==> config.mk <==
export PLATFORM = sky130hd
export DESIGN_NAME = lru_page_replacement_unit
export DESIGN_NICKNAME = d
export VERILOG_FILES = /design/src/sv/lrupr_pkg.sv /design/src/sv/lrupr_lookup.sv /design/src/sv/lru_page_replacement_unit.sv
export SDC_FILE = /design/constraint.sdc
export NUM_CORES = 1
export LEC_CHECK = 0
export BUFFER_PORTS_ARGS = -buffer_cell sky130_fd_sc_hd__buf_2
export CAP_MARGIN = 20
export CORE_UTILIZATION = 64
export CTS_CLUSTER_SIZE = 10
export DETAILED_ROUTE_END_ITERATION = 10
export GPL_TIMING_DRIVEN = 0
export PLACE_DENSITY_LB_ADDON = 0.05
export SLEW_MARGIN = 25
export SYNTH_ARGS = -nofsm -noshare
export SYNTH_HDL_FRONTEND = slang
export SYNTH_SLANG_ARGS = --single-unit
==> constraint.sdc <==
create_clock -name clock -period 7.5 [get_ports clock]
set_input_delay 1.5 -clock clock [delete_from_list [all_inputs] [get_ports clock]]
set_output_delay 1.5 -clock clock [all_outputs]
set_load 0.1 [all_outputs]
==> src/sv/lrupr_pkg.sv <==
// Shared types, constants and helper functions for the LRU page replacement unit.
// Used by lrupr_lookup and lru_page_replacement_unit. No dependencies.
`default_nettype none

package lrupr_pkg;

   // Default values of the top-level parameters
   localparam int NUM_FRAMES_DEF = 8;
   localparam int PAGE_BITS_DEF  = 16;

   // Largest frame count supported, and the index width it needs
   localparam int MAX_FRAMES     = 32;
   localparam int MAX_FRAME_BITS = 5;

   // Fixed port widths
   localparam int PAGE_ID_W   = 16;
   localparam int FRAME_IDX_W = 3;
   localparam int FAULT_W     = 16;
   localparam int FIU_W       = 4;

   // Reset value of the frames_in_use register
   localparam logic [FIU_W-1:0] FIU_RESET = 4'd8;

   // Saturation point of the fault counter
   localparam logic [FAULT_W-1:0] FAULT_MAX = 16'hFFFF;

   // Index of the lowest set bit; zero when no bit is set
   function automatic logic [MAX_FRAME_BITS-1:0] first_set_index(
      input logic [MAX_FRAMES-1:0] vec
   );
      logic [MAX_FRAMES-1:0]     lone;
      logic [MAX_FRAME_BITS-1:0] idx;
      lone = vec & (~vec + MAX_FRAMES'(1));
      idx  = '0;
      for (int i = 0; i < MAX_FRAMES; i++) begin
         if (lone[i]) begin
            idx = idx | MAX_FRAME_BITS'(i);
         end
      end
      return idx;
   endfunction

endpackage

`default_nettype wire

==> src/sv/lrupr_lookup.sv <==
// Frame lookup for the LRU page replacement unit: parallel page compare, first
// empty frame search and least-recently-used victim select. Uses lrupr_pkg.
`default_nettype none

module lrupr_lookup #(
   parameter int NUM_FRAMES = lrupr_pkg::NUM_FRAMES_DEF,
   parameter int PAGE_BITS  = lrupr_pkg::PAGE_BITS_DEF
) (
   input  wire logic [PAGE_BITS-1:0]                            page,
   input  wire logic [lrupr_pkg::FIU_W-1:0]                     frames_in_use,
   input  wire logic [NUM_FRAMES-1:0][PAGE_BITS-1:0]            frame_page,
   input  wire logic [NUM_FRAMES-1:0]                           frame_valid,
   input  wire logic [NUM_FRAMES-1:0][$clog2(NUM_FRAMES)-1:0]   frame_rank,
   output logic                                                 hit,
   output logic [NUM_FRAMES-1:0]                                frame_sel,
   output logic [$clog2(NUM_FRAMES)-1:0]                        frame_idx
);

   localparam int FRAME_BITS = $clog2(NUM_FRAMES);
   localparam int CNT_W      = $clog2(NUM_FRAMES + 1);

   logic [CNT_W-1:0]                      act_cnt;
   logic [NUM_FRAMES-1:0]                 active;
   logic [NUM_FRAMES-1:0]                 hit_vec;
   logic [NUM_FRAMES-1:0]                 empty_vec;
   logic [NUM_FRAMES-1:0]                 lru_vec;
   logic [NUM_FRAMES-1:0]                 hit_one;
   logic [NUM_FRAMES-1:0]                 empty_one;
   logic [lrupr_pkg::MAX_FRAME_BITS-1:0]  sel_idx;

   // Clamp frames_in_use into 1..NUM_FRAMES
   always_comb begin
      if (frames_in_use == '0) begin
         act_cnt = CNT_W'(1);
      end else if (32'(frames_in_use) > NUM_FRAMES) begin
         act_cnt = CNT_W'(NUM_FRAMES);
      end else begin
         act_cnt = CNT_W'(frames_in_use);
      end
   end

   // Per-frame match, empty and active flags
   always_comb begin
      for (int i = 0; i < NUM_FRAMES; i++) begin
         active[i]    = CNT_W'(i) < act_cnt;
         hit_vec[i]   = active[i] && frame_valid[i] && (frame_page[i] == page);
         empty_vec[i] = active[i] && !frame_valid[i];
      end
   end

   // Victim: first active frame holding the largest rank (pairwise compares)
   always_comb begin
      for (int i = 0; i < NUM_FRAMES; i++) begin
         lru_vec[i] = active[i];
         for (int j = 0; j < NUM_FRAMES; j++) begin
            if (j < i && active[j] && !(frame_rank[j] < frame_rank[i])) begin
               lru_vec[i] = 1'b0;
            end
            if (j > i && active[j] && (frame_rank[j] > frame_rank[i])) begin
               lru_vec[i] = 1'b0;
            end
         end
      end
   end

   // Isolate the lowest set bit of the hit and empty vectors
   assign hit_one   = hit_vec & (~hit_vec + NUM_FRAMES'(1));
   assign empty_one = empty_vec & (~empty_vec + NUM_FRAMES'(1));

   // Pick hit frame, else first empty, else LRU victim
   always_comb begin
      hit = |hit_vec;
      if (hit) begin
         frame_sel = hit_one;
      end else if (|empty_vec) begin
         frame_sel = empty_one;
      end else begin
         frame_sel = lru_vec;
      end
      sel_idx   = lrupr_pkg::first_set_index(lrupr_pkg::MAX_FRAMES'(frame_sel));
      frame_idx = sel_idx[FRAME_BITS-1:0];
   end

endmodule

`default_nettype wire

==> src/sv/lru_page_replacement_unit.sv <==
// Top level of the LRU page replacement unit: request register, frame table,
// recency update and response register. Uses lrupr_pkg and lrupr_lookup.
`default_nettype none

// One page reference is taken per cycle while rsp_ready holds; each is answered
// through the request register, then the response register. The lookup and the
// recency update on the frame table are combinational. A response waiting on
// rsp_ready holds the request register, so at most one more request is registered
// behind it. After reset all frames are empty at once, with no clearing pass. The
// user must write frames_in_use (csr_frames_in_use, reset 8) only while idle; the
// block does not enforce it. Zero acts as one and values above NUM_FRAMES act as
// NUM_FRAMES. rsp_frame_index carries the low three bits of the frame number.
module lru_page_replacement_unit #(
   parameter int NUM_FRAMES = lrupr_pkg::NUM_FRAMES_DEF,
   parameter int PAGE_BITS  = lrupr_pkg::PAGE_BITS_DEF
) (
   input  wire logic                                clock,
   input  wire logic                                reset,
   // request channel
   input  wire logic                                req_valid,
   output logic                                     req_ready,
   input  wire logic [lrupr_pkg::PAGE_ID_W-1:0]     req_page_id,
   // response channel
   output logic                                     rsp_valid,
   input  wire logic                                rsp_ready,
   output logic                                     rsp_hit,
   output logic [lrupr_pkg::FRAME_IDX_W-1:0]        rsp_frame_index,
   output logic [lrupr_pkg::FAULT_W-1:0]            rsp_fault_count,
   // configuration write channel
   input  wire logic                                csr_valid,
   output logic                                     csr_ready,
   input  wire logic [lrupr_pkg::FIU_W-1:0]         csr_frames_in_use
);

   localparam int RANK_W = $clog2(NUM_FRAMES);
   localparam logic [RANK_W-1:0] RANK_MAX = RANK_W'(NUM_FRAMES - 1);

   // request register
   logic                        in_vld_ff;
   logic                        in_vld_in;
   logic [PAGE_BITS-1:0]        page_ff;
   logic [PAGE_BITS-1:0]        page_in;

   // frame table and counters
   logic [NUM_FRAMES-1:0][PAGE_BITS-1:0] fpage_ff;
   logic [NUM_FRAMES-1:0][PAGE_BITS-1:0] fpage_in;
   logic [NUM_FRAMES-1:0]                valid_ff;
   logic [NUM_FRAMES-1:0]                valid_in;
   logic [NUM_FRAMES-1:0][RANK_W-1:0]    rank_ff;
   logic [NUM_FRAMES-1:0][RANK_W-1:0]    rank_in;
   logic [lrupr_pkg::FAULT_W-1:0]        faults_ff;
   logic [lrupr_pkg::FAULT_W-1:0]        faults_in;
   logic [lrupr_pkg::FIU_W-1:0]          fiu_ff;
   logic [lrupr_pkg::FIU_W-1:0]          fiu_in;

   // response register
   logic                                 rsp_vld_ff;
   logic                                 rsp_vld_in;
   logic                                 rsp_hit_ff;
   logic                                 rsp_hit_in;
   logic [lrupr_pkg::FRAME_IDX_W-1:0]    rsp_idx_ff;
   logic [lrupr_pkg::FRAME_IDX_W-1:0]    rsp_idx_in;
   logic [lrupr_pkg::FAULT_W-1:0]        rsp_cnt_ff;
   logic [lrupr_pkg::FAULT_W-1:0]        rsp_cnt_in;

   // lookup results
   logic                        lk_hit;
   logic [NUM_FRAMES-1:0]       lk_sel;
   logic [RANK_W-1:0]           lk_idx;
   logic                        sel_was_valid;
   logic [RANK_W-1:0]           sel_rank;
   logic                        fire;
   logic [NUM_FRAMES-1:0]       rank0_vec;

   lrupr_lookup #(
      .NUM_FRAMES (NUM_FRAMES),
      .PAGE_BITS  (PAGE_BITS)
   ) u_lookup (
      .page          (page_ff),
      .frames_in_use (fiu_ff),
      .frame_page    (fpage_ff),
      .frame_valid   (valid_ff),
      .frame_rank    (rank_ff),
      .hit           (lk_hit),
      .frame_sel     (lk_sel),
      .frame_idx     (lk_idx)
   );

   // handshakes
   assign fire      = in_vld_ff && (!rsp_vld_ff || rsp_ready);
   assign req_ready = !in_vld_ff || fire;
   assign csr_ready = 1'b1;

   // request register next state
   always_comb begin
      in_vld_in = in_vld_ff;
      page_in   = page_ff;
      if (req_valid && req_ready) begin
         in_vld_in = 1'b1;
         page_in   = PAGE_BITS'(req_page_id);
      end else if (fire) begin
         in_vld_in = 1'b0;
      end
   end

   // state of the frame being used
   always_comb begin
      sel_was_valid = |(lk_sel & valid_ff);
      sel_rank      = '0;
      for (int i = 0; i < NUM_FRAMES; i++) begin
         if (lk_sel[i]) begin
            sel_rank = sel_rank | rank_ff[i];
         end
      end
   end

   // frame table, recency and fault counter update
   always_comb begin
      fpage_in  = fpage_ff;
      valid_in  = valid_ff;
      rank_in   = rank_ff;
      faults_in = faults_ff;
      if (fire) begin
         for (int i = 0; i < NUM_FRAMES; i++) begin
            if (lk_sel[i]) begin
               rank_in[i]  = '0;
               valid_in[i] = 1'b1;
               if (!lk_hit) begin
                  fpage_in[i] = page_ff;
               end
            end else if (valid_ff[i] && (!sel_was_valid || rank_ff[i] < sel_rank)
                         && rank_ff[i] < RANK_MAX) begin
               rank_in[i] = rank_ff[i] + RANK_W'(1);
            end
         end
         if (!lk_hit && faults_ff != lrupr_pkg::FAULT_MAX) begin
            faults_in = faults_ff + lrupr_pkg::FAULT_W'(1);
         end
      end
   end

   // configuration register
   always_comb begin
      fiu_in = fiu_ff;
      if (csr_valid && csr_ready) begin
         fiu_in = csr_frames_in_use;
      end
   end

   // response register next state
   always_comb begin
      rsp_vld_in = rsp_vld_ff;
      rsp_hit_in = rsp_hit_ff;
      rsp_idx_in = rsp_idx_ff;
      rsp_cnt_in = rsp_cnt_ff;
      if (fire) begin
         rsp_vld_in = 1'b1;
         rsp_hit_in = lk_hit;
         rsp_idx_in = lrupr_pkg::FRAME_IDX_W'(lk_idx);
         rsp_cnt_in = faults_in;
      end else if (rsp_ready) begin
         rsp_vld_in = 1'b0;
      end
   end

   // control registers
   always_ff @(posedge clock) begin
      if (reset) begin
         in_vld_ff  <= 1'b0;
         rsp_vld_ff <= 1'b0;
         valid_ff   <= '0;
         rank_ff    <= '0;
         faults_ff  <= '0;
         fiu_ff     <= lrupr_pkg::FIU_RESET;
      end else begin
         in_vld_ff  <= in_vld_in;
         rsp_vld_ff <= rsp_vld_in;
         valid_ff   <= valid_in;
         rank_ff    <= rank_in;
         faults_ff  <= faults_in;
         fiu_ff     <= fiu_in;
      end
   end

   // payload registers
   always_ff @(posedge clock) begin
      page_ff    <= page_in;
      fpage_ff   <= fpage_in;
      rsp_hit_ff <= rsp_hit_in;
      rsp_idx_ff <= rsp_idx_in;
      rsp_cnt_ff <= rsp_cnt_in;
   end

   assign rsp_valid       = rsp_vld_ff;
   assign rsp_hit         = rsp_hit_ff;
   assign rsp_frame_index = rsp_idx_ff;
   assign rsp_fault_count = rsp_cnt_ff;

   // valid frames holding rank zero
   always_comb begin
      for (int i = 0; i < NUM_FRAMES; i++) begin
         rank0_vec[i] = valid_ff[i] && (rank_ff[i] == '0);
      end
   end

   // lookup always picks exactly one frame
   a_sel_onehot: assert property (@(posedge clock) disable iff (reset)
      in_vld_ff |-> $onehot(lk_sel))
      else $error("lookup did not select exactly one frame");

   // the frame used becomes valid and most recent
   a_used_mru: assert property (@(posedge clock) disable iff (reset)
      fire |=> ((valid_ff & $past(lk_sel)) == $past(lk_sel))
               && ((rank0_vec & $past(lk_sel)) == $past(lk_sel)))
      else $error("used frame not marked valid with rank zero");

   // at most one valid frame is most recent
   a_one_mru: assert property (@(posedge clock) disable iff (reset)
      $countones(rank0_vec) <= 1)
      else $error("several valid frames hold rank zero");

   // a hit leaves the fault counter alone
   a_hit_no_fault: assert property (@(posedge clock) disable iff (reset)
      fire && lk_hit |=> faults_ff == $past(faults_ff))
      else $error("fault counter moved on a hit");

   // a request waiting in the request register is not dropped
   a_req_held: assert property (@(posedge clock) disable iff (reset)
      in_vld_ff && !fire |=> in_vld_ff && $stable(page_ff))
      else $error("pending request lost");

endmodule

`default_nettype wire

# [Word-level counts from Yosys, hierarchy flattened]
# Index checks and enable logic that the tools add are counted.
# Widths: inputs -> output; s select.
[totals] ff_bits=218 inputBits=25 out_inout_bits=23 word_cells=541
[op_classes] n_addsub=12 magnitude_cmp=81 eq_ne=26 n_mux=193 n_bitwise=14 reduce_logical=181
[op_table] cell="$mux 16" n=36
[op_table] cell="$mux 3" n=60
[op_table] cell="$eq 16x16->1" n=8
[op_table] cell="$lt 3x3->1" n=36
[op_table] cell="$logic_and 1x1->1" n=99
[op_table] cell="$gt 3x3->1" n=28
[op_table] cell="$mux 1" n=83
[op_table] cell="$logic_not 1->1" n=40
[op_table] cell="$add 32x1->32 const B" n=1
[op_table] cell="$and 8x32->32" n=1
[op_table] cell="$not 8->32" n=1
[op_table] cell="$reduce_and 2->1" n=16
[op_table] cell="$add 3x1->3 const B" n=8
[op_table] cell="$and 8x8->8" n=3
[op_table] cell="$lt 3x3->1 const B" n=8
[op_table] cell="$mux 8" n=3
[op_table] cell="$ne 3x2->1 const B" n=8
[op_table] cell="$reduce_and 3->1" n=8
[op_table] cell="$reduce_or 8->1" n=3
[op_table] cell="$or 3x3->3" n=7
[op_table] cell="$ne 2x2->1 const B" n=9
[op_table] cell="$add 16x1->16 const B" n=1
[op_table] cell="$add 8x1->8 const B" n=2
[op_table] cell="$lt 3x4->1 const A" n=4
[op_table] cell="12 further kinds" n=34

# [Longest topological paths before layout]
# Gate-level depths: netlist of the first run.
[depth] word_depth=44 mapped_depth=19 depth_no_buf=19

# [Hierarchy]
# From an unflattened synthesis of the first run, not the netlist that was laid out.
[unflattened] cells_unflattened=1042 area_unflattened_um2=11985.2
[modules_own_cells] mod="lru_page_replacement_unit" n_inst=1 cells_per_inst=554 area_per_inst_um2=8301.7
[modules_own_cells] mod="lrupr_lookup" n_inst=1 cells_per_inst=488 area_per_inst_um2=3683.5

# [Least setup slack after synthesis of the first run]
# No wires, ideal clock.
[synth_timing] kind="reg2reg" startpoint="register page_ff[9]" endpoint="register rank_ff[21] in the netlist's numbering" setup_time_ns=0.123 t_arrival_ns=4.319 path_slack_ns=3.058 path_stages_with_launch=17 n_path_buf=1 cell_sequence="edfxtp_1 > buf_2 > xnor2_1 > nand4_1 > or4b_1 > or4_1 > nand3_2 > nor4_2 > and2_0 > a221oi_1 > and3_1 > ha_1 > a21oi_1 > o41ai_1 > and3_1 > a211oi_2 > mux2_1"
[synth_between] elab_chain_cells=27 elab_cells_between_ends=47 classes_between="1 x add/sub; 1 x order compare; 9 x eq/ne; 11 x mux; 10 x bitwise; 15 x reduce/logical"
[synth_lines] item="start: declaration" line_no="lru_page_replacement_unit.sv:41" rtl="logic [PAGE_BITS-1:0] page_ff;"
[synth_lines] item="start signal: assignment" line_no="lru_page_replacement_unit.sv:187" rtl="page_ff <= page_in;"
[synth_lines] item="$eq 16x16->1" line_no="lrupr_lookup.sv:46" rtl="hit_vec[i] = active[i] && frame_valid[i] && (frame_page[i] == page);"
[synth_lines] item="$logic_and 1x1->1" line_no="lrupr_lookup.sv:46"
[synth_lines] item="$not 8->8" line_no="lrupr_lookup.sv:67" rtl="assign hit_one = hit_vec & (~hit_vec + NUM_FRAMES'(1));"
[synth_lines] item="$add 8x1->8" line_no="lrupr_lookup.sv:67"
[synth_lines] item="$and 8x8->8" line_no="lrupr_lookup.sv:67"
[synth_lines] item="$mux 8 (*)" line_no="lrupr_lookup.sv:73" rtl="if (hit) begin"
[synth_lines] item="$mux 3" line_no="lru_page_replacement_unit.sv:111" rtl="if (lk_sel[i]) begin"
[synth_lines] item="$or 3x3->3" line_no="lru_page_replacement_unit.sv:112" rtl="sel_rank = sel_rank | rank_ff[i];"
[synth_lines] item="[... 11 more ...]"
[synth_lines] item="$or 3x3->3" line_no="lru_page_replacement_unit.sv:112"
[synth_lines] item="$mux 3" line_no="lru_page_replacement_unit.sv:111"
[synth_lines] item="$lt 3x3->1" line_no="lru_page_replacement_unit.sv:131" rtl="end else if (valid_ff[i] && (!sel_was_valid || rank_ff[i] < sel_rank)"
[synth_lines] item="$logic_or 1x1->1" line_no="lru_page_replacement_unit.sv:131"
[synth_lines] item="$logic_and 1x1->1" line_no="lru_page_replacement_unit.sv:131"
[synth_lines] item="$logic_and 1x1->1" line_no="lru_page_replacement_unit.sv:132" rtl="&& rank_ff[i] < RANK_MAX) begin"
[synth_lines] item="$ne 3x2->1 (no source line)"
[synth_lines] item="$reduce_and 2->1 (no source line)"
[synth_lines] item="end signal: assignment" line_no="lru_page_replacement_unit.sv:179" rtl="rank_ff <= rank_in;"
[synth_lines] item="end: declaration" line_no="lru_page_replacement_unit.sv:49" rtl="logic [NUM_FRAMES-1:0][RANK_W-1:0] rank_ff;"
# Mark *: on every way between the ends. The rest lies on a longest branch, timed or not. The select of a mux whose other input is x is not followed.
# A chain may end at the register's enable or synchronous reset.

# [Worst setup path in the final report of the first run]
[layout_timing] startpoint="register rank_ff[16] in the netlist's numbering" endpoint="register rank_ff[21] in the netlist's numbering"
[layout_between] elab_chain_cells=29 elab_cells_between_ends=90 classes_between="15 x order compare; 1 x eq/ne; 39 x mux; 8 x bitwise; 27 x reduce/logical"
[layout_lines] item="$gt 3x3->1" line_no="lrupr_lookup.sv:59" rtl="if (j > i && active[j] && (frame_rank[j] > frame_rank[i])) begin"
[layout_lines] item="$logic_and 1x1->1" line_no="lrupr_lookup.sv:59"
[layout_lines] item="$mux 1 (3 in a row)" line_no="lrupr_lookup.sv:59"
[layout_lines] item="$mux 8" line_no="lrupr_lookup.sv:75" rtl="end else if (|empty_vec) begin"
[layout_lines] item="$mux 8 (2 in a row)" line_no="lrupr_lookup.sv:73"
[layout_lines] item="$mux 3" line_no="lru_page_replacement_unit.sv:111"
[layout_lines] item="$or 3x3->3" line_no="lru_page_replacement_unit.sv:112"
[layout_lines] item="$mux 3" line_no="lru_page_replacement_unit.sv:111"
[layout_lines] item="[... 10 more ...]"
[layout_lines] item="$or 3x3->3" line_no="lru_page_replacement_unit.sv:112"
[layout_lines] item="$mux 3" line_no="lru_page_replacement_unit.sv:111"
[layout_lines] item="$lt 3x3->1" line_no="lru_page_replacement_unit.sv:131"
[layout_lines] item="$logic_or 1x1->1" line_no="lru_page_replacement_unit.sv:131"
[layout_lines] item="$logic_and 1x1->1" line_no="lru_page_replacement_unit.sv:131"
[layout_lines] item="$logic_and 1x1->1" line_no="lru_page_replacement_unit.sv:132"
[layout_lines] item="$ne 3x2->1 (no source line)"
[layout_lines] item="$reduce_and 2->1 (no source line)"
# Several ways; a longest one is shown, not always the timed one. The select of a mux whose other input is x is not followed.

==> results of run 1 <==
layout by cell type, fill, tap and decap left out, drive strengths merged, types with 39 or more instances in the layout:
cell / n
xnor2: 76
buf: 81
inv: 56
o21ai: 50
nor3: 39
dfxtp: 54
clkbuf: 57
nand3: 39
edfxtp: 164
nor2: 85
xor2: 71
nand2: 60
nand4: 42
ha: 104
per-layer routing:
layer | share of wire | vias up | global-route usage
met5 | 0 | - | 0
met4 | 0.059 | 0 | 0.204
met3 | 0.078 | 123 | 0.0590
met2 | 0.48 | 453 | 0.596
met1 | 0.39 | 4718 | 0.431
li1 | - | 4588 | -
cells by family after synthesis:
group                    count (synthesis)  synth area share
other                                    1          0.000293
buffers and inverters                   93            0.0312
flip-flops                             218             0.469
multiplexers                            14            0.0111
XOR/XNOR                               147             0.101
adder cells (fa/ha/maj)                104             0.102
AND/OR/NAND/NOR                        408             0.174
AO/OA/AOI/OAI                          200             0.113
stage by stage:
step	hold slack [ns]	std cells	cell area [sq um]	setup slack [ns]	util
6_report	0.489	1553	14300	1.69	0.732
5_1_grt	0.524	1553	14300	1.72	0.732
4_1_cts	0.485	1553	14300	2.01	0.732
3_5_place_dp	0.475	1506	13500	2.06	0.692
3_3_place_gp	0.471	1495	13400	1.74	0.684
2_1_floorplan	0.452	1185	12800	3.06	-
flip-flops by register name, summed over array words and instances, names as in the netlist:
register         cells
fiu_ff               4
rsp_frame_index      3
faults_ff           16
fpage_ff           128
valid_ff             8
in_vld_ff            1
page_ff             16
rsp_valid            1
rsp_fault_count     16
rsp_hit              1
rank_ff             24
worst paths after layout:
check               from     endpoint  slack (ns)  cells past startpoint
max reg2reg  rank_ff[16]  rank_ff[21]        1.69                     18
max          rank_ff[16]  rank_ff[21]        1.69                     18
min           rank_ff[2]   rank_ff[2]        0.49                      2
min reg2reg   rank_ff[2]   rank_ff[2]        0.49                      2
worst register-to-register path: stages (launching register included):
cell and delay (ns):
dfxtp_1 0.71, inv_1 0.16, ha_1 0.35, nor2b_1 0.14
o21a_1 0.16, o21ai_0 0.58, o21ai_0 0.18, and4b_1 0.34
a31o_2 0.20, a21o_1 0.22, nor2b_1 0.63, a221oi_1 0.22
and3_1 0.35, ha_1 0.39, inv_1 0.05, o41ai_1 0.39
and3_1 0.23, a211oi_2 0.06, mux2_1 0.34
where the power goes:
part | switching, mW | internal (mW) | total [mW]
clock | 0.465 | 0.683 | 1.15
combinational | 0.157 | 0.0610 | 0.218
sequential | 0.0198 | 1.32 | 1.34
cell type report:
class                           count  area [sq um]  share of cell area
Multi-Input combinational cell    874          6420               0.450
Sequential cell                   218          6010               0.420
Clock buffer                       45           762              0.0533
Timing Repair Buffer               56           347              0.0242
Tap cell                          265           332              0.0232
Inverter                           56           210              0.0147
Buffer                             37           190              0.0133
Clock inverter                      2          21.3             0.00149
==> impl_metrics.env, run 1 <==
export IMPL_tightestPinTransition_ns=0.922
export IMPL_p_total_mw=2.70
export IMPL_areaGrowthSynthToFinish_pct=11.6
export IMPL_cts_tree="yes"
export IMPL_grt_overflow=0
export IMPL_dpl_hpwl_mm=25.9
export IMPL_synth_net_count=1314
export IMPL_num_vias=9882
export IMPL_row_count=51
export IMPL_grt_use_total=0.354
export IMPL_cts_root_buf="clkbuf_16"
export IMPL_yosysMostFrequentCell="edfxtp_1"
export IMPL_cts_setup_buffers=0
export IMPL_synth_main_ff_cell="edfxtp_1"
export IMPL_drt_pass1_iterations=5
export IMPL_startpoint_type="flip-flop"
export IMPL_fin_crit_sh=0.774
export IMPL_final_max_slew_violation_count=0
export IMPL_peakVddDrop_mv=0.261
export IMPL_die_y_um=143
export IMPL_yosys_warnings=0
export IMPL_synth_seq_cells=218
export IMPL_path_clk_slew_ns=0.06
export IMPL_clock_skew_ns=0.0232
export IMPL_synth_edf_count=164
export IMPL_cp_end_kind="flip-flop"
export IMPL_tns_ns=0
export IMPL_synth_top_area_cell="edfxtp_1"
export IMPL_wl_per_cell_um=22.8
export IMPL_crit_chain="inv_1, ha_1, nor2b_1, o21a_1, o21ai_0, o21ai_0, and4b_1, a31o_2, a21o_1, nor2b_1, a221oi_1, and3_1, ha_1, inv_1, o41ai_1, and3_1, a211oi_2, mux2_1"
export IMPL_viasPerCell=6.36
export IMPL_drv_cap=0
export IMPL_synthCells=1185
export IMPL_max_clock_path_buffers=3
export IMPL_crit_family="compound AO/OA/AOI/OAI gates"
export IMPL_critPathRequiredTime_ns=7.91
export IMPL_cp_arrival_ns=6.22
export IMPL_cts_sinks=218
export IMPL_finalWirelength_mm=35.4
export IMPL_ant_nets=0
export IMPL_gp_congestion=0.987
export IMPL_synth_area_per_cell_sq_um=10.8
export IMPL_htreeDepth=1
export IMPL_max_freq_ghz=0.172
export IMPL_relSlewSlack=0.386
export IMPL_worstSkewPairLatency_ns=0.54
export IMPL_grt_pass1_vias=9385
export IMPL_worstSetupPathType="flip-flop to flip-flop"
export IMPL_hold_viol=0
export IMPL_ys_seq_area_frac=0.469
export IMPL_core_sq_um=19500
export IMPL_start_util=0.656
export IMPL_num_antenna_cells=0
export IMPL_grt_antenna_before_repair=0
export IMPL_nFillCells=1425
export IMPL_grt_setup_unrepaired="no"
export IMPL_final_net_count=1398
export IMPL_max_stage_delay_ns=0.71
export IMPL_port_buffers=45
export IMPL_syn_area_sq_um=12800
export IMPL_drc=0
export IMPL_drive_gt1_frac=0.117
export IMPL_yosysTopAreaCellShare=0.385
export IMPL_path_buf_inv=2
export IMPL_drtIter0Drc=691
export IMPL_cts_resized=0
export IMPL_ys_types=89
export IMPL_synth_top_cells_by_area="edfxtp_1 38%, ha_1 10%, dfxtp_1 8.4%"
export IMPL_cpMaxStageDelayCell="dfxtp_1"
export IMPL_numCtsBuffers=26
export IMPL_synthTopCellsByCount="164 x edfxtp_1, 104 x ha_1, 85 x nor2_1, 76 x xnor2_1, 71 x xor2_1"
export IMPL_ctsHoldBuffers=0
export IMPL_grt_max_degree=24
export IMPL_synthArstFlopShare=0
export IMPL_grt_pass1_wl_mm=53.3
export IMPL_status="finished clean"
export IMPL_dieArea_sq_um=20600
export IMPL_io_pin_count=48
export IMPL_min_period_ns=5.81
export IMPL_pwr_density_cell_nw_per_um2=189
export IMPL_power_leakage_nw=5.24
export IMPL_dieWidth_um=143
export IMPL_critPathMaxFanout=11
export IMPL_hold_path_class="flip-flop to flip-flop"
export IMPL_setup_viol=0
Power figures use the tool's default switching activity.
==> run 2, diff against run 1 <==
- CORE_UTILIZATION: 64 -> 57
- clock period: 7.5 -> 4.8 ns (I/O delays scaled with it)
==> run 2 against run 1 <==
  * Clock skew shrank 0.012 ns
  * Critical path depth decreased by 2
  * Final cell count is 2.3% higher
  * Largest power group unchanged
  * Clock power grew 54%
  * Sequential cell count did not move
  * The run now ends with design-rule violations left
  * Via count hardly changed
  * Highest routed layer unchanged
  * Setup slack got worse by 1.6 ns
  * Largest cell class unchanged
==> impl_metrics.env, run 2 (synthesized netlist as in run 1, its figures left out) <==
export IMPL_drive_gt1_frac=0.168
export IMPL_max_clock_path_buffers=3
export IMPL_startpoint="fiu_ff[0]"
export IMPL_viasPerCell=6.22
export IMPL_dieArea_sq_um=23100
export IMPL_final_net_count=1419
export IMPL_hold_path_class="flip-flop to flip-flop"
export IMPL_fin_util=0.672
export IMPL_path_clk_slew_ns=0.06
export IMPL_row_count=54
export IMPL_max_freq_ghz=0.214
export IMPL_largest_register_ffs=128
export IMPL_p_total_mw=4.23
export IMPL_nFillCells=1720
export IMPL_die_y_um=152
export IMPL_ctsHoldBuffers=0
export IMPL_drv_cap=0
export IMPL_port_buffers=45
export IMPL_dieWidth_um=152
export IMPL_worstSetupPathType="flip-flop to flip-flop"
export IMPL_peakVddDrop_mv=0.299
export IMPL_power_leakage_nw=5.47
export IMPL_dp_cells=1517
export IMPL_multi_input_area_sq_um=6700
export IMPL_num_vias=9880
export IMPL_min_period_ns=4.68
export IMPL_r2r_cells=16
export IMPL_fin_ws_ns=0.117
export IMPL_path_buf_inv=2
export IMPL_htreeDepth=1
export IMPL_endpoint="rank_ff[8]"
export IMPL_drt_pass1_iterations=8
export IMPL_grt_use_total=0.319
export IMPL_relSlewSlack=0.400
export IMPL_grt_pass1_wl_mm=55.7
export IMPL_seqCellArea_sq_um=6020
export IMPL_core_sq_um=22000
export IMPL_cp_end_kind="flip-flop"
export IMPL_path_depth=16
export IMPL_r2r_setup_slack_ns=0.12
export IMPL_clock_skew_ns=0.0107
export IMPL_cts_root_buf="clkbuf_16"
export IMPL_status="complete, but fails checks"
export IMPL_gp_congestion=0.985
export IMPL_grt_pass1_vias=9628
export IMPL_io_pin_count=48
export IMPL_max_stage_delay_ns=0.55
export IMPL_areaGrowthSynthToFinish_pct=15.3
export IMPL_reg_top3="fpage_ff (128), rank_ff (24)"
export IMPL_reg2reg_to="rank_ff[8]"
export IMPL_cts_sinks=218
export IMPL_tightestPinTransition_ns=0.901
export IMPL_pre_cts_slack_ns=-0.820
export IMPL_wl_per_cell_um=23.1
export IMPL_finalWirelength_mm=36.7
export IMPL_crit_family="simple AND/OR/NAND/NOR gates"
export IMPL_instances_no_fill=1589
export IMPL_hold_viol=0
export IMPL_startpoint_type="flip-flop"
export IMPL_pwr_density_cell_nw_per_um2=287
export IMPL_cts_tree="yes"
export IMPL_dpl_hpwl_mm=26.7
export IMPL_timing_critical_path_mode_cell="or3_1"
export IMPL_critPathMaxFanout=6
export IMPL_worstSkewPairLatency_ns=0.55
export IMPL_ant_nets=0
export IMPL_layout_cells_most_common="edfxtp_1"
export IMPL_regMostFlops="fpage_ff"
export IMPL_drc=5
export IMPL_cp_arrival_ns=5.16
export IMPL_violations="design-rule violations"
export IMPL_num_antenna_cells=0
export IMPL_final_max_slew_violation_count=0
export IMPL_crit_chain="a211oi_4, o221ai_2, or4b_1, buf_2, or4_4, o21ai_4, nand3_2, a21oi_4, a221oi_1, and3_4, buf_4, ha_1, or3_1, o2111a_1, or3_1, a21boi_1"
export IMPL_start_util=0.583
export IMPL_reg2reg_from="fiu_ff[0]"
export IMPL_grt_overflow=0
export IMPL_layout_common_cells="164 x edfxtp_1, 104 x ha_1, 82 x nor2_1, 71 x xnor2_1, 71 x xor2_1"
export IMPL_critPathRequiredTime_ns=5.28
export IMPL_drtIter0Drc=859
export IMPL_numCtsBuffers=26
export IMPL_grt_antenna_before_repair=0
export IMPL_tns_ns=0
export IMPL_fin_crit_sh=0.976
export IMPL_cpMaxStageDelayCell="or4_4"
export IMPL_grt_max_degree=23
export IMPL_setup_viol=0
run 2: cell types whose count changed in the layout (fill, tap and decap cells not counted), moves of 4 or more:
cell,delta
nor2b_4,+4
a21oi_2,+4
buf_4,+31
dfxtp_2,+12
buf_2,-5
dfxtp_1,-12
clkbuf_1,-4
a21oi_1,-4
xnor2_1,-5
run 2: cell type report:
class	count	area share
flip-flops and latches	218	0.408
inverters	56	0.0142
clock buffers	43	0.0491
plain buffers	32	0.0123
repair buffers	82	0.0359
multi-input cells	874	0.454
clock inverters	4	0.00288
well taps	280	0.0237
run 2: worst min path at each step:
stage,start,end,slack [ns],depth (start not counted)
global route,rank_ff[2],rank_ff[2],0.51,2
detailed placement,rank_ff[2],rank_ff[2],0.48,2
CTS,rank_ff[2],rank_ff[2],0.48,2
finish,rank_ff[2],rank_ff[2],0.48,2
floorplan,rank_ff[2],rank_ff[2],0.45,2
global placement,rank_ff[2],rank_ff[2],0.47,2
run 2: what timing repair did:
item | in CTS | in global routing
endpoints found under the setup margin | 26 | 28
buffers inserted | 17 | 13
resized for setup | 28 | 41
pin swaps | 4 | 11
run 2: where the power goes:
group / internal [mW] / switching, mW / total, mW / leakage (nW)
Combinational: 0.114 / 0.262 / 0.376 / 3.16
Sequential: 2.06 / 0.0258 / 2.09 / 1.94
Clock: 1.03 / 0.746 / 1.77 / 0.365
run 2: worst reg2reg max path, stage by stage (launching register included):
cell and delay [ns]:
dfxtp_2 0.36, a211oi_4 0.42, o221ai_2 0.19, or4b_1 0.53, buf_2 0.18, or4_4 0.55
o21ai_4 0.22, nand3_2 0.13, a21oi_4 0.26, a221oi_1 0.12, and3_4 0.21, buf_4 0.17
ha_1 0.26, or3_1 0.35, o2111a_1 0.17, or3_1 0.36, a21boi_1 0.13
run 2: per-layer routing:
| layer | track usage | up-vias | part of all wire |
|---|---|---|---|
| met5 | 0 | - | 0 |
| li1 | - | 4652 | - |
| met3 | 0.0394 | 101 | 0.063 |
| met4 | 0.164 | 0 | 0.053 |
| met1 | 0.402 | 4743 | 0.40 |
| met2 | 0.542 | 384 | 0.48 |
run 2: through the flow:
stage	cell area [sq um]	hold WS, ns
global placement	13400	0.469
global route	14800	0.510
detailed placement	13500	0.476
floorplan	12800	0.452
CTS	14500	0.481
finish	14800	0.481
==> run 3, diff against run 2 <==
- REMOVE_ABC_BUFFERS: not set -> 1
==> run 3 against run 2 <==
  * The run still ends with design-rule violations left
  * Setup slack improved by 0.045 ns
  * Clock power barely moved
  * Critical path depth fell by 1
  * Sequential share of layout area fell by 0.84 points
  * Total power rose by 1.3%
  * Cell area rose by 2.1%
  * Combinational power rose by 8.2%
  * Register-to-register slack improved by 0.04 ns
  * Hold slack improved by 0.0071 ns
  * Critical path type unchanged
==> impl_metrics.env, run 3 (synthesized netlist as in run 1, its figures left out) <==
export IMPL_drtIter0Drc=657
export IMPL_violations="design-rule violations"
export IMPL_port_buffers=46
export IMPL_setup_viol=0
export IMPL_grt_max_degree=40
export IMPL_fin_crit_sh=0.966
export IMPL_cp_arrival_ns=5.08
export IMPL_drc=2
export IMPL_hold_worst_slack_ns=0.488
export IMPL_grt_antenna_before_repair=0
export IMPL_io_pin_count=48
export IMPL_gp_congestion=0.939
export IMPL_hold_viol=0
export IMPL_max_stage_delay_ns=0.61
export IMPL_ant_nets=0
export IMPL_r2r_setup_slack_ns=0.16
export IMPL_max_freq_ghz=0.216
export IMPL_layout_common_cells="164 x edfxtp_1, 104 x ha_1, 82 x nor2_1, 76 x xnor2_1, 73 x buf_4"
export IMPL_grt_pass1_wl_mm=54.9
export IMPL_tightestPinTransition_ns=0.870
export IMPL_cp_end_kind="flip-flop"
export IMPL_peakVddDrop_mv=0.346
export IMPL_min_period_ns=4.64
export IMPL_dieArea_sq_um=23100
export IMPL_final_net_count=1441
export IMPL_drive_gt1_frac=0.179
export IMPL_power_leakage_nw=5.64
export IMPL_cts_root_buf="clkbuf_16"
export IMPL_die_y_um=152
export IMPL_reg_top3="fpage_ff (128), rank_ff (24)"
export IMPL_worstSetupPathType="flip-flop to flip-flop"
export IMPL_core_sq_um=22000
export IMPL_num_vias=9885
export IMPL_regMostFlops="fpage_ff"
export IMPL_layout_cells_most_common="edfxtp_1"
export IMPL_grt_use_total=0.308
export IMPL_areaGrowthSynthToFinish_pct=17.7
export IMPL_clock_skew_ns=0.0100
export IMPL_dpl_hpwl_mm=22.5
export IMPL_drv_cap=0
export IMPL_finalWirelength_mm=34.9
export IMPL_drt_pass1_iterations=8
export IMPL_dieWidth_um=152
export IMPL_cpMaxStageDelayCell="or4b_4"
export IMPL_ctsHoldBuffers=0
export IMPL_status="complete, but fails checks"
export IMPL_final_max_slew_violation_count=0
export IMPL_max_clock_path_buffers=3
export IMPL_critPathMaxFanout=15
export IMPL_numCtsBuffers=26
export IMPL_grt_pass1_vias=9770
export IMPL_cts_sinks=218
export IMPL_largest_register_ffs=128
export IMPL_cts_tree="yes"
export IMPL_hold_path_class="flip-flop to flip-flop"
export IMPL_relSlewSlack=0.417
export IMPL_path_clk_slew_ns=0.06
export IMPL_htreeDepth=1
export IMPL_startpoint_type="flip-flop"
export IMPL_row_count=54
export IMPL_wl_per_cell_um=21.7
export IMPL_worstSkewPairLatency_ns=0.55
export IMPL_start_util=0.583
export IMPL_crit_chain="or2_1, o311a_1, or4b_4, or4_4, o21ai_2, nand3_1, a21oi_4, a221oi_1, and3_4, ha_1, a21oi_1, o41ai_1, and3_1, a211oi_2, mux2_1"
export IMPL_p_total_mw=4.29
export IMPL_grt_overflow=0
export IMPL_viasPerCell=6.13
export IMPL_critPathRequiredTime_ns=5.24
export IMPL_num_antenna_cells=0
export IMPL_pwr_density_cell_nw_per_um2=285
## run 3: changes by cell type in the layout (fill, tap and decap cells not counted), moves of 4 or more
cell	before	now
buf_12	1	17
buf_2	56	46
buf_4	39	73
buf_6	4	0
clkbuf_1	22	17
xnor2_1	71	76
## run 3: cell type report
class | count | area [sq um]
Sequential cell | 218 | 6020
Clock inverter | 3 | 37.5
Multi-Input combinational cell | 874 | 6590
Timing Repair Buffer | 136 | 1120
Fill cell | 1633 | 6890
Tap cell | 280 | 350
Clock buffer | 45 | 742
Inverter | 56 | 210
## run 3: worst paths after layout
| kind | from | end | cells past startpoint |
|---|---|---|---|
| worst min register to register | rank_ff[2] | rank_ff[2] | 2 |
| worst max register to register | fiu_ff[1] | rank_ff[21] | 15 |
| worst min-delay path | rank_ff[2] | rank_ff[2] | 2 |
| worst max-delay path | fiu_ff[1] | rank_ff[21] | 15 |
## run 3: power by group
group	switching [mW]	internal, mW
combinational	0.259	0.148
clock	0.750	1.04
sequential	0.0281	2.06
total	1.04	3.25
## run 3: critical path: cells and delay by family (launching register included)
family,cells,cell delay (ns)
adder cells (fa/ha/maj),1,0.31
AND/OR/NAND/NOR,6,2.06
AO/OA/AOI/OAI,7,1.36
flip-flops,1,0.44
multiplexers,1,0.35
## run 3: through the flow
step | setup TNS, ns | utilization | instance area, sq um | setup WS (ns) | instances
final | 0 | 0.686 | 15100 | 0.162 | 1612
after global routing | -0.0204 | 0.686 | 15100 | -0.0204 | 1612
after CTS | 0 | 0.680 | 14900 | 0.00578 | 1606
after detailed placement | -21.80 | 0.604 | 13300 | -0.969 | 1477
after global placement | -51.69 | 0.601 | 13200 | -0.843 | 1474
after floorplan | 0 | - | 12600 | 0.341 | 1148
## run 3: routing by layer
| layer | wire, um | vias to the layer above | track usage |
|---|---|---|---|
| met4 | 1420 | 0 | 0.128 |
| met2 | 16700 | 366 | 0.526 |
| met1 | 14800 | 4734 | 0.398 |
| met5 | 0 | - | 0 |
| li1 | - | 4694 | - |
| met3 | 2010 | 91 | 0.0359 |
## run 3: timing repair
item / in CTS / in global routing
buffers inserted: 81 / 6
pin swaps: 4 / 3
setup endpoints to repair: 42 / 22
gates cloned: 0 / 0
resized for setup: 21 / 26
